## src/hdl/dqsh_pkg.sv

```systemverilog
package dqsh_pkg;

  // FNV-1a 64 offset basis; the prime 0x100000001b3 is applied as shifts in fnv_mix
  localparam logic [63:0] FNV_OFFSET = 64'hcbf2_9ce4_8422_2325;

  localparam int DEFAULT_SCAN_LIMIT = 64;

  // byte classes
  localparam logic [7:0] LEN_MAX = 8'd63;
  localparam logic [7:0] CHAR_DOT = 8'h2e;
  localparam logic [7:0] UPPER_A = 8'h41;
  localparam logic [7:0] UPPER_Z = 8'h5a;
  localparam logic [7:0] CASE_OFFSET = 8'h20;

  typedef enum logic [1:0] {
    STATUS_TERM  = 2'd0,
    STATUS_TRUNC = 2'd1,
    STATUS_LIMIT = 2'd2
  } scan_status_t;

  // hash state carried between bytes
  typedef struct packed {
    logic [63:0] whole;
    logic [63:0] one_label;
    logic [63:0] two_label;
    logic        seen_len;
    logic        active;
  } hash_state_t;

  // result produced by one byte
  typedef struct packed {
    logic         emit;
    scan_status_t status;
    logic [63:0]  whole;
    logic [63:0]  one_label;
    logic [63:0]  two_label;
  } step_result_t;

  // one FNV-1a round: xor byte, multiply by 2^40 + 0x1b3 as a shift-add
  function automatic logic [63:0] fnv_mix(input logic [63:0] h, input logic [7:0] b);
    logic [63:0] x;
    x = h ^ {56'd0, b};
    return (x << 40) + (x << 8) + (x << 7) + (x << 5) + (x << 4) + (x << 1) + x;
  endfunction

endpackage

```

## src/hdl/dns_qname_suffix_hasher_top.sv

```systemverilog
// Channel | Signals                                            | Direction
// input   | in_valid, in_stall, first_byte, name_byte,         | in (stall out)
//         | packet_ended                                       |
// output  | out_valid, out_stall, scan_status, full_name_hash, | out (stall in)
//         | last_label_hash, last_two_labels_hash              |
// One byte per cycle sustained while the result is not stalled. An accepted
// byte sits in an input register, and the three FNV rounds run as shift-add
// logic from it into the state and result registers. rst is synchronous and
// clears the scan, the input register and the result register. A stalled
// result holds; the byte behind it then waits in the input register and
// in_stall rises only while both registers are full.
module dns_qname_suffix_hasher_top import dqsh_pkg::*; #(
  parameter int SCAN_LIMIT = DEFAULT_SCAN_LIMIT
) (
  input  logic         clk,
  input  logic         rst,
  input  logic         in_valid,
  output logic         in_stall,
  input  logic         first_byte,
  input  logic [7:0]   name_byte,
  input  logic         packet_ended,
  output logic         out_valid,
  input  logic         out_stall,
  output scan_status_t scan_status,
  output logic [63:0]  full_name_hash,
  output logic [63:0]  last_label_hash,
  output logic [63:0]  last_two_labels_hash
);

  localparam int CNT_W = $clog2(SCAN_LIMIT + 1);

  logic             in_full;
  logic             hold_first;
  logic [7:0]       hold_byte;
  logic             hold_ended;
  hash_state_t      state;
  hash_state_t      state_next;
  logic [CNT_W-1:0] count;
  logic [CNT_W-1:0] count_next;
  step_result_t     res;
  logic             out_free;
  logic             fire;

  assign out_free = !out_valid || !out_stall;
  assign fire = in_full && out_free;
  assign in_stall = in_full && !out_free;

  // capture the input transaction
  always_ff @(posedge clk) begin
    if (rst) begin
      in_full <= 1'b0;
    end else if (in_valid && !in_stall) begin
      in_full <= 1'b1;
    end else if (fire) begin
      in_full <= 1'b0;
    end
  end

  always_ff @(posedge clk) begin
    if (in_valid && !in_stall) begin
      hold_first <= first_byte;
      hold_byte <= name_byte;
      hold_ended <= packet_ended;
    end
  end

  dqsh_step #(
    .SCAN_LIMIT(SCAN_LIMIT),
    .CNT_W(CNT_W)
  ) u_step (
    .cur(state),
    .cur_count(count),
    .first_byte(hold_first),
    .name_byte(hold_byte),
    .packet_ended(hold_ended),
    .nxt(state_next),
    .nxt_count(count_next),
    .res(res)
  );

  // advance the scan state
  always_ff @(posedge clk) begin
    if (rst) begin
      state.whole <= FNV_OFFSET;
      state.one_label <= 64'd0;
      state.two_label <= 64'd0;
      state.seen_len <= 1'b0;
      state.active <= 1'b0;
      count <= '0;
    end else if (fire) begin
      state <= state_next;
      count <= count_next;
    end
  end

  // hold the result until taken
  always_ff @(posedge clk) begin
    if (rst) begin
      out_valid <= 1'b0;
    end else if (fire && res.emit) begin
      out_valid <= 1'b1;
    end else if (!out_stall) begin
      out_valid <= 1'b0;
    end
  end

  always_ff @(posedge clk) begin
    if (fire && res.emit) begin
      scan_status <= res.status;
      full_name_hash <= res.whole;
      last_label_hash <= res.one_label;
      last_two_labels_hash <= res.two_label;
    end
  end

endmodule

```

## src/hdl/dqsh_step.sv

```systemverilog
module dqsh_step import dqsh_pkg::*; #(
  parameter int SCAN_LIMIT = DEFAULT_SCAN_LIMIT,
  parameter int CNT_W = $clog2(SCAN_LIMIT + 1)
) (
  input  hash_state_t      cur,
  input  logic [CNT_W-1:0] cur_count,
  input  logic             first_byte,
  input  logic [7:0]       name_byte,
  input  logic             packet_ended,
  output hash_state_t      nxt,
  output logic [CNT_W-1:0] nxt_count,
  output step_result_t     res
);

  localparam logic [CNT_W-1:0] LIMIT = CNT_W'(SCAN_LIMIT);

  hash_state_t      base;
  hash_state_t      upd;
  logic [CNT_W-1:0] base_count;
  logic [CNT_W-1:0] inc_count;
  logic [7:0]       low_byte;
  logic [63:0]      two_moved;

  // restart on the first byte of a name
  always_comb begin
    if (first_byte) begin
      base.whole = FNV_OFFSET;
      base.one_label = 64'd0;
      base.two_label = 64'd0;
      base.seen_len = 1'b0;
      base.active = 1'b1;
      base_count = '0;
    end else begin
      base = cur;
      base_count = cur_count;
    end
  end

  // fold upper case letters
  assign low_byte = (name_byte >= UPPER_A && name_byte <= UPPER_Z) ?
                    name_byte + CASE_OFFSET : name_byte;
  assign inc_count = base_count + CNT_W'(1);
  assign two_moved = base.one_label;

  // hash update for a non-zero byte
  always_comb begin
    upd = base;
    if (name_byte <= LEN_MAX && !base.seen_len) begin
      upd.seen_len = 1'b1;
    end else if (name_byte <= LEN_MAX) begin
      upd.one_label = FNV_OFFSET;
      upd.whole = fnv_mix(base.whole, CHAR_DOT);
      if (two_moved != 64'd0 && two_moved != FNV_OFFSET) begin
        upd.two_label = fnv_mix(two_moved, CHAR_DOT);
      end else begin
        upd.two_label = two_moved;
      end
    end else begin
      upd.whole = fnv_mix(base.whole, low_byte);
      if (base.one_label != 64'd0) begin
        upd.one_label = fnv_mix(base.one_label, low_byte);
      end
      if (base.two_label != 64'd0) begin
        upd.two_label = fnv_mix(base.two_label, low_byte);
      end
    end
  end

  // pick end of scan and next state
  always_comb begin
    nxt = base;
    nxt_count = base_count;
    res.emit = 1'b0;
    res.status = STATUS_TERM;
    res.whole = base.whole;
    res.one_label = base.one_label;
    res.two_label = base.two_label;
    if (base.active) begin
      if (packet_ended) begin
        res.emit = 1'b1;
        res.status = STATUS_TRUNC;
        nxt.active = 1'b0;
      end else if (name_byte == 8'd0) begin
        res.emit = 1'b1;
        res.status = STATUS_TERM;
        nxt.active = 1'b0;
      end else begin
        nxt = upd;
        nxt_count = inc_count;
        res.whole = upd.whole;
        res.one_label = upd.one_label;
        res.two_label = upd.two_label;
        if (inc_count >= LIMIT) begin
          res.emit = 1'b1;
          res.status = STATUS_LIMIT;
          nxt.active = 1'b0;
        end
      end
    end
  end

endmodule

```

## config.mk

```make
export PLATFORM = sky130hd
export DESIGN_NAME = dns_qname_suffix_hasher_top
export DESIGN_NICKNAME = d
export VERILOG_FILES = /design/src/hdl/dqsh_pkg.sv /design/src/hdl/dns_qname_suffix_hasher_top.sv /design/src/hdl/dqsh_step.sv
export SDC_FILE = /design/constraint.sdc
export NUM_CORES = 2
export LEC_CHECK = 0
export BUFFER_PORTS_ARGS = -buffer_cell sky130_fd_sc_hd__buf_2
export CORE_UTILIZATION = 44
export CTS_BUF_LIST = sky130_fd_sc_hd__clkbuf_4
export DETAILED_ROUTE_END_ITERATION = 8
export PLACE_DENSITY = 0.6
export SLEW_MARGIN = 20
export SYNTH_ARGS = -nofsm -noshare
export SYNTH_HDL_FRONTEND = slang
export SYNTH_SLANG_ARGS = --single-unit
```

## constraint.sdc

```tcl
create_clock -name clk -period 21 [get_ports clk]
set_input_delay 2.1 -clock clk [delete_from_list [all_inputs] [get_ports clk]]
set_output_delay 2.1 -clock clk [all_outputs]
set_load 0.01 [all_outputs]
```

# Word level (Yosys, flattened, before mapping)
# Index checks and enable logic that the tools add are counted.
# word_totals
ff_bits	407
latchBits	0
ram_bits	0
mem_bits_ro	0
output_inout_bits	196
elab_cells	106
memories	0
# op_classes
n_addsub	32
n_mul	0
n_div	0
magnitude_cmp	4
n_eq_ne	2
shifts	0
muxes	28
bitwise	6
n_reduce_logical	18
# ops
operator	n
$add 64x64->64	30
$mux 192	4
$mux 194	2
$mux 193	2
$mux 195	1
$mux 64	3
$xor 64x8->64	3
$reduce_bool 64->1	2
$ne 64x64->1 const B	1
$mux 7	4
$mux 3	3
$add 8x6->8 const B	1
$ge 8x7->1 const B	1
$le 8x6->1 const B	1
$le 8x7->1 const B	1
$logic_not 8->1	1
$mux 1	8
$mux 8	1
$not 4->4	2
$add 7x1->7 const B	1
$ge 7x7->1 const B	1
$logic_and 1x1->1	7
$logic_not 1->1	5
$reduce_or 3->1	1
4 further kinds	4

# Logic depth before layout (Yosys ltp)
# logic_depth
word_depth	18
depth_mapped	34

# Modules after synthesis
# From an unflattened synthesis, not the netlist that was laid out.
# hier_totals
cells_unflattened	6777
hier_area_um2	62312.3
# by_module_without_submodules
module	instances	cells_each	area_per_inst_um2	seq_area_each_um2
dqsh_step	1	5690	47067.6	0.0
dns_qname_suffix_hasher_top	1	1087	15244.6	10189.8

# Worst setup path after synthesis
# Ideal clock, no wire load.
# synth_path
path_kind	reg2reg
start	register hold_first
end	register state[55] in the netlist's numbering
arrival_ns	7.972
setup_slack_ns	12.969
stages_incl_launch_ff	35
path_buffers	5
period_less_slack_ns	8.031
cell_sequence	edfxtp_1 -> clkbuf_1 -> buf_1 -> buf_1 -> clkbuf_1 -> nor2b_1 -> inv_1 -> ha_1 -> nand4_1 -> nor2_1 -> nor4b_1 -> nand3b_1 -> clkbuf_1 -> and2_1 -> o21ai_0 -> inv_1 -> fa_1 -> inv_1 -> fa_1 -> ha_1 -> ha_1 -> ha_1 -> fa_1 -> a2111o_1 -> a31oi_2 -> a21oi_1 -> a21oi_1 -> nand3b_1 -> a21oi_2 -> o21ai_1 -> a31oi_1 -> a21boi_0 -> o22ai_1 -> a2111oi_0 -> a31o_2
# synth_via
elab_chain_cells	14
word_cells_on_any_way	28
cone_classes	12 x add/sub; 1 x eq/ne; 8 x mux; 2 x bitwise; 5 x reduce/logical
# synth_rtl
item	line	rtl
from (decl)	dns_qname_suffix_hasher_top.sv:33	logic hold_first;
from (signal assigned)	dns_qname_suffix_hasher_top.sv:61	hold_first <= first_byte;
$mux 194 *	dqsh_step.sv:26	if (first_byte) begin
$xor 64x8->64 or $not 4->4 (tied branches)	--	
$add 64x64->64 (6 in series)	dqsh_pkg.sv:43	return (x << 40) + (x << 8) + (x << 7) + (x << 5) + (x << 4) + (x << 1) + x;
$mux 64, on equally long branches	dqsh_step.sv:63, dqsh_step.sv:53	
$mux 192	dqsh_step.sv:50	end else if (name_byte <= LEN_MAX) begin
$mux 192	dqsh_step.sv:48	if (name_byte <= LEN_MAX && !base.seen_len) begin
$mux 193	dqsh_step.sv:83	end else if (name_byte == 8'd0) begin
$mux 193	dqsh_step.sv:79	if (packet_ended) begin
$mux 194 *	dqsh_step.sv:78	if (base.active) begin
to (signal assigned)	dns_qname_suffix_hasher_top.sv:91	state <= state_next;
to (decl)	dns_qname_suffix_hasher_top.sv:36	hash_state_t state;
# Every way passes the cells marked *; elsewhere a longest branch is shown, timed or not.
# A chain may end at the register's enable or synchronous reset.

# Final worst setup path
# Ends and elaborated chain as after synthesis.

==> results.cfg <==
[outcome]
status = completed

[global_routing]
overflow = 0
grt_max_degree = 98
grt_pass1_wl_um = 350700
antenna_found_initial = 8
grt_usage = 0.3597
grt_pass1_vias = 51480

[clocking]
cts_inserted_buffers = 130
cts_buffer_depth = 3
clkLatencyLatePin_ns = 1.25
path_clk_slew_ns = 0.07
cts_root_buf = clkbuf_4
cts_max_level = 4
cts_tree = done
numClockSinks = 407
hold_buffers = 0
ctsResizeCount = 0
post-cts-setup-buffers = 0

[finish]
nets = 8193
drive_gt1_frac = 0.08806
area_growth_pct = 8.429
stdcell_count = 8660
post-route-util = 0.4829
mostFrequentLayoutCell = inv_1
final_cell_mix = 1214 x inv_1, 883 x fa_1, 642 x nand2_1, 508 x ha_1, 505 x a21oi_1

[power]
power_density_nw_per_um2 = 108.1
p_leak_nw = 30.13
vdd_drop_max_uv = 138.4

[route]
firstDrtPassIters = 8
drt_iter0_markers = 4939
vias = 50650
wirelength_um = 242200
route.detailed.drc = 0
final_antenna_net_count = 0
wl_per_cell_um = 27.96
avgViaCountPerCell = 5.849

[sta]
tightest_slew_ns = 1.181
hold_viol = 0
finalCritPeriodShare = 0.4714
rsz0062_at_grt = false
setup-tns-final_ns = 0
post-route-min-period_ns = 9.900
timing.fmax_mhz = 101.0
skew_ns = 0.1290
final_max_slew_viol_count = 0
max-slew-margin-rel = 0.2111
setup_ws_ns = 11.10
setup_viol = 0
whs_ns = 0.4468

[synthesis]
ys_seq_elements = 407
synth-seq-area-share = 0.1734
yosysWarnings = 0
syn_nets = 8001
netlist_area_um2 = 58770
synth_area_per_cell_um2 = 8.910
synthArstFlopShare = 0
synth_edf_count = 204
synthCells = 6596
ys_types = 101
ys.flop_type = edfxtp_1

[setup_path]
critPathArrivalTime_ns = 11.03
crit_type = reg2reg
cp_max_fo = 79
path_common_cell = ha_1
endpoint_kind = register
slowest_stage = fa_1
start_kind = register
slowest_delay_ns = 0.58
required_ns = 22.13

[placed_design]
dp.cells = 8409
hpwlAfterDp_um = 195500
post-place-ws_ns = 11.54
io_buffers = 209
gp_congestion = 1.109

[floorplan]
die_h_um = 367.5
ioPinCount = 210
initial_core_util = 0.4453
die_x_um = 367.5
placeableCoreArea_um2 = 132000
num_rows = 133
die_area_um2 = 135000

[min_path]
holdCritPathClass = reg2reg

[job]
maxCapViolCount = 0
-- cell families (layout without fill, tap and decap cells) --
group / Yosys count / count (layout) / synth area share
other: 0 / 12 / 0
XOR/XNOR: 302 / 302 / 0.04514
adder cells (fa/ha/maj): 1392 / 1392 / 0.4091
flip-flops: 407 / 407 / 0.1734
buffers and inverters: 1461 / 1758 / 0.09402
AO/OA/AOI/OAI: 1488 / 1488 / 0.1586
AND/OR/NAND/NOR: 1531 / 1531 / 0.1172
multiplexers: 15 / 15 / 0.002597
-- state kept, by name, indices dropped and copies added, names as in the netlist --
signal and flops:
state 194, hold_first 1, scan_status 2, hold_byte 8
hold_ended 1, last_two_labels_hash 64, count 7, out_valid 1
in_full 1, last_label_hash 64, full_name_hash 64
-- metal layers --
layer / up-vias / GRT usage / share of wire
li1: 22120 / - / -
met2: 2578 / 0.5632 / 0.45
met1: 25310 / 0.4553 / 0.39
met4: 2 / 0.2145 / 0.071
met3: 648 / 0.07855 / 0.090
met5: - / 0 / 0.000050
-- through the flow --
| step | area (um2) | total power, mW |
|---|---|---|
| final | 63720 | 6.887 |
| after global routing | 63720 | 7.386 |
| after global placement | 61840 | 5.807 |
| after detailed placement | 61860 | 5.824 |
| after floorplan | 58770 | 4.395 |
| after CTS | 63680 | 6.812 |
-- synth_stat cells, types with 39 or more instances --
| library cell | instances | area [um2] |
|---|---|---|
| o22ai_1 | 50 | 312.8 |
| xor2_1 | 106 | 928.4 |
| nand4_1 | 63 | 394.1 |
| clkbuf_1 | 182 | 683.2 |
| nor3_1 | 80 | 400.4 |
| nor2_1 | 404 | 1516 |
| o21ai_0 | 295 | 1476 |
| inv_1 | 1217 | 4568 |
| fa_1 | 883 | 17680 |
| a21o_1 | 149 | 1119 |
| buf_1 | 39 | 146.4 |
| xnor2_1 | 195 | 1708 |
| nand3_1 | 78 | 390.4 |
| nor2b_1 | 54 | 337.8 |
| edfxtp_1 | 204 | 6126 |
| o21bai_1 | 49 | 367.9 |
| nand2_1 | 645 | 2421 |
| and3_1 | 42 | 262.8 |
| a21oi_1 | 505 | 2527 |
| dfxtp_1 | 203 | 4064 |
| a31oi_1 | 52 | 325.3 |
| a211oi_1 | 57 | 427.9 |
| o21a_1 | 56 | 420.4 |
| ha_1 | 508 | 6356 |
-- worst max-delay path: cells and delay by family (launching register included) --
family | cells | cell delay (ns)
AOI/OAI and AO/OA | 12 | 3.79
DFF | 1 | 0.33
buffers and inverters | 4 | 0.99
adders and majority gates | 7 | 2.67
and+or+nand+nor | 6 | 1.96
-- layout make-up --
cell class / count / area, um2
diodes: 12 / 30.03
multi-input cells: 4728 / 43130
flip-flops and latches: 407 / 10190
fillers: 12930 / 68240
clock inverters: 48 / 399.1
repair buffers: 303 / 1768
inverters: 1218 / 4586
clock buffers: 189 / 1419
well taps: 1755 / 2196
-- power by group --
part | internal (mW) | switching (mW)
sequential | 0.908 | 0.0303
combinational | 1.80 | 3.21
clock | 0.503 | 0.437
total | 3.21 | 3.67
-- path summary, 6_finish.rpt --
kind / from / to / slack (ns) / depth (start not counted)
hold reg to reg: state[157]$_SDFFE_PP0P_ / state[157]$_SDFFE_PP0P_ / 0.45 / 2
setup / recovery: hold_first$_DFFE_PP_ / state[55]$_SDFFE_PP0P_ / 11.10 / 29
setup reg to reg: hold_first$_DFFE_PP_ / state[55]$_SDFFE_PP0P_ / 11.10 / 29
hold / removal: state[157]$_SDFFE_PP0P_ / state[157]$_SDFFE_PP0P_ / 0.45 / 2
Note: power is estimated with default switching activity, not from simulation.
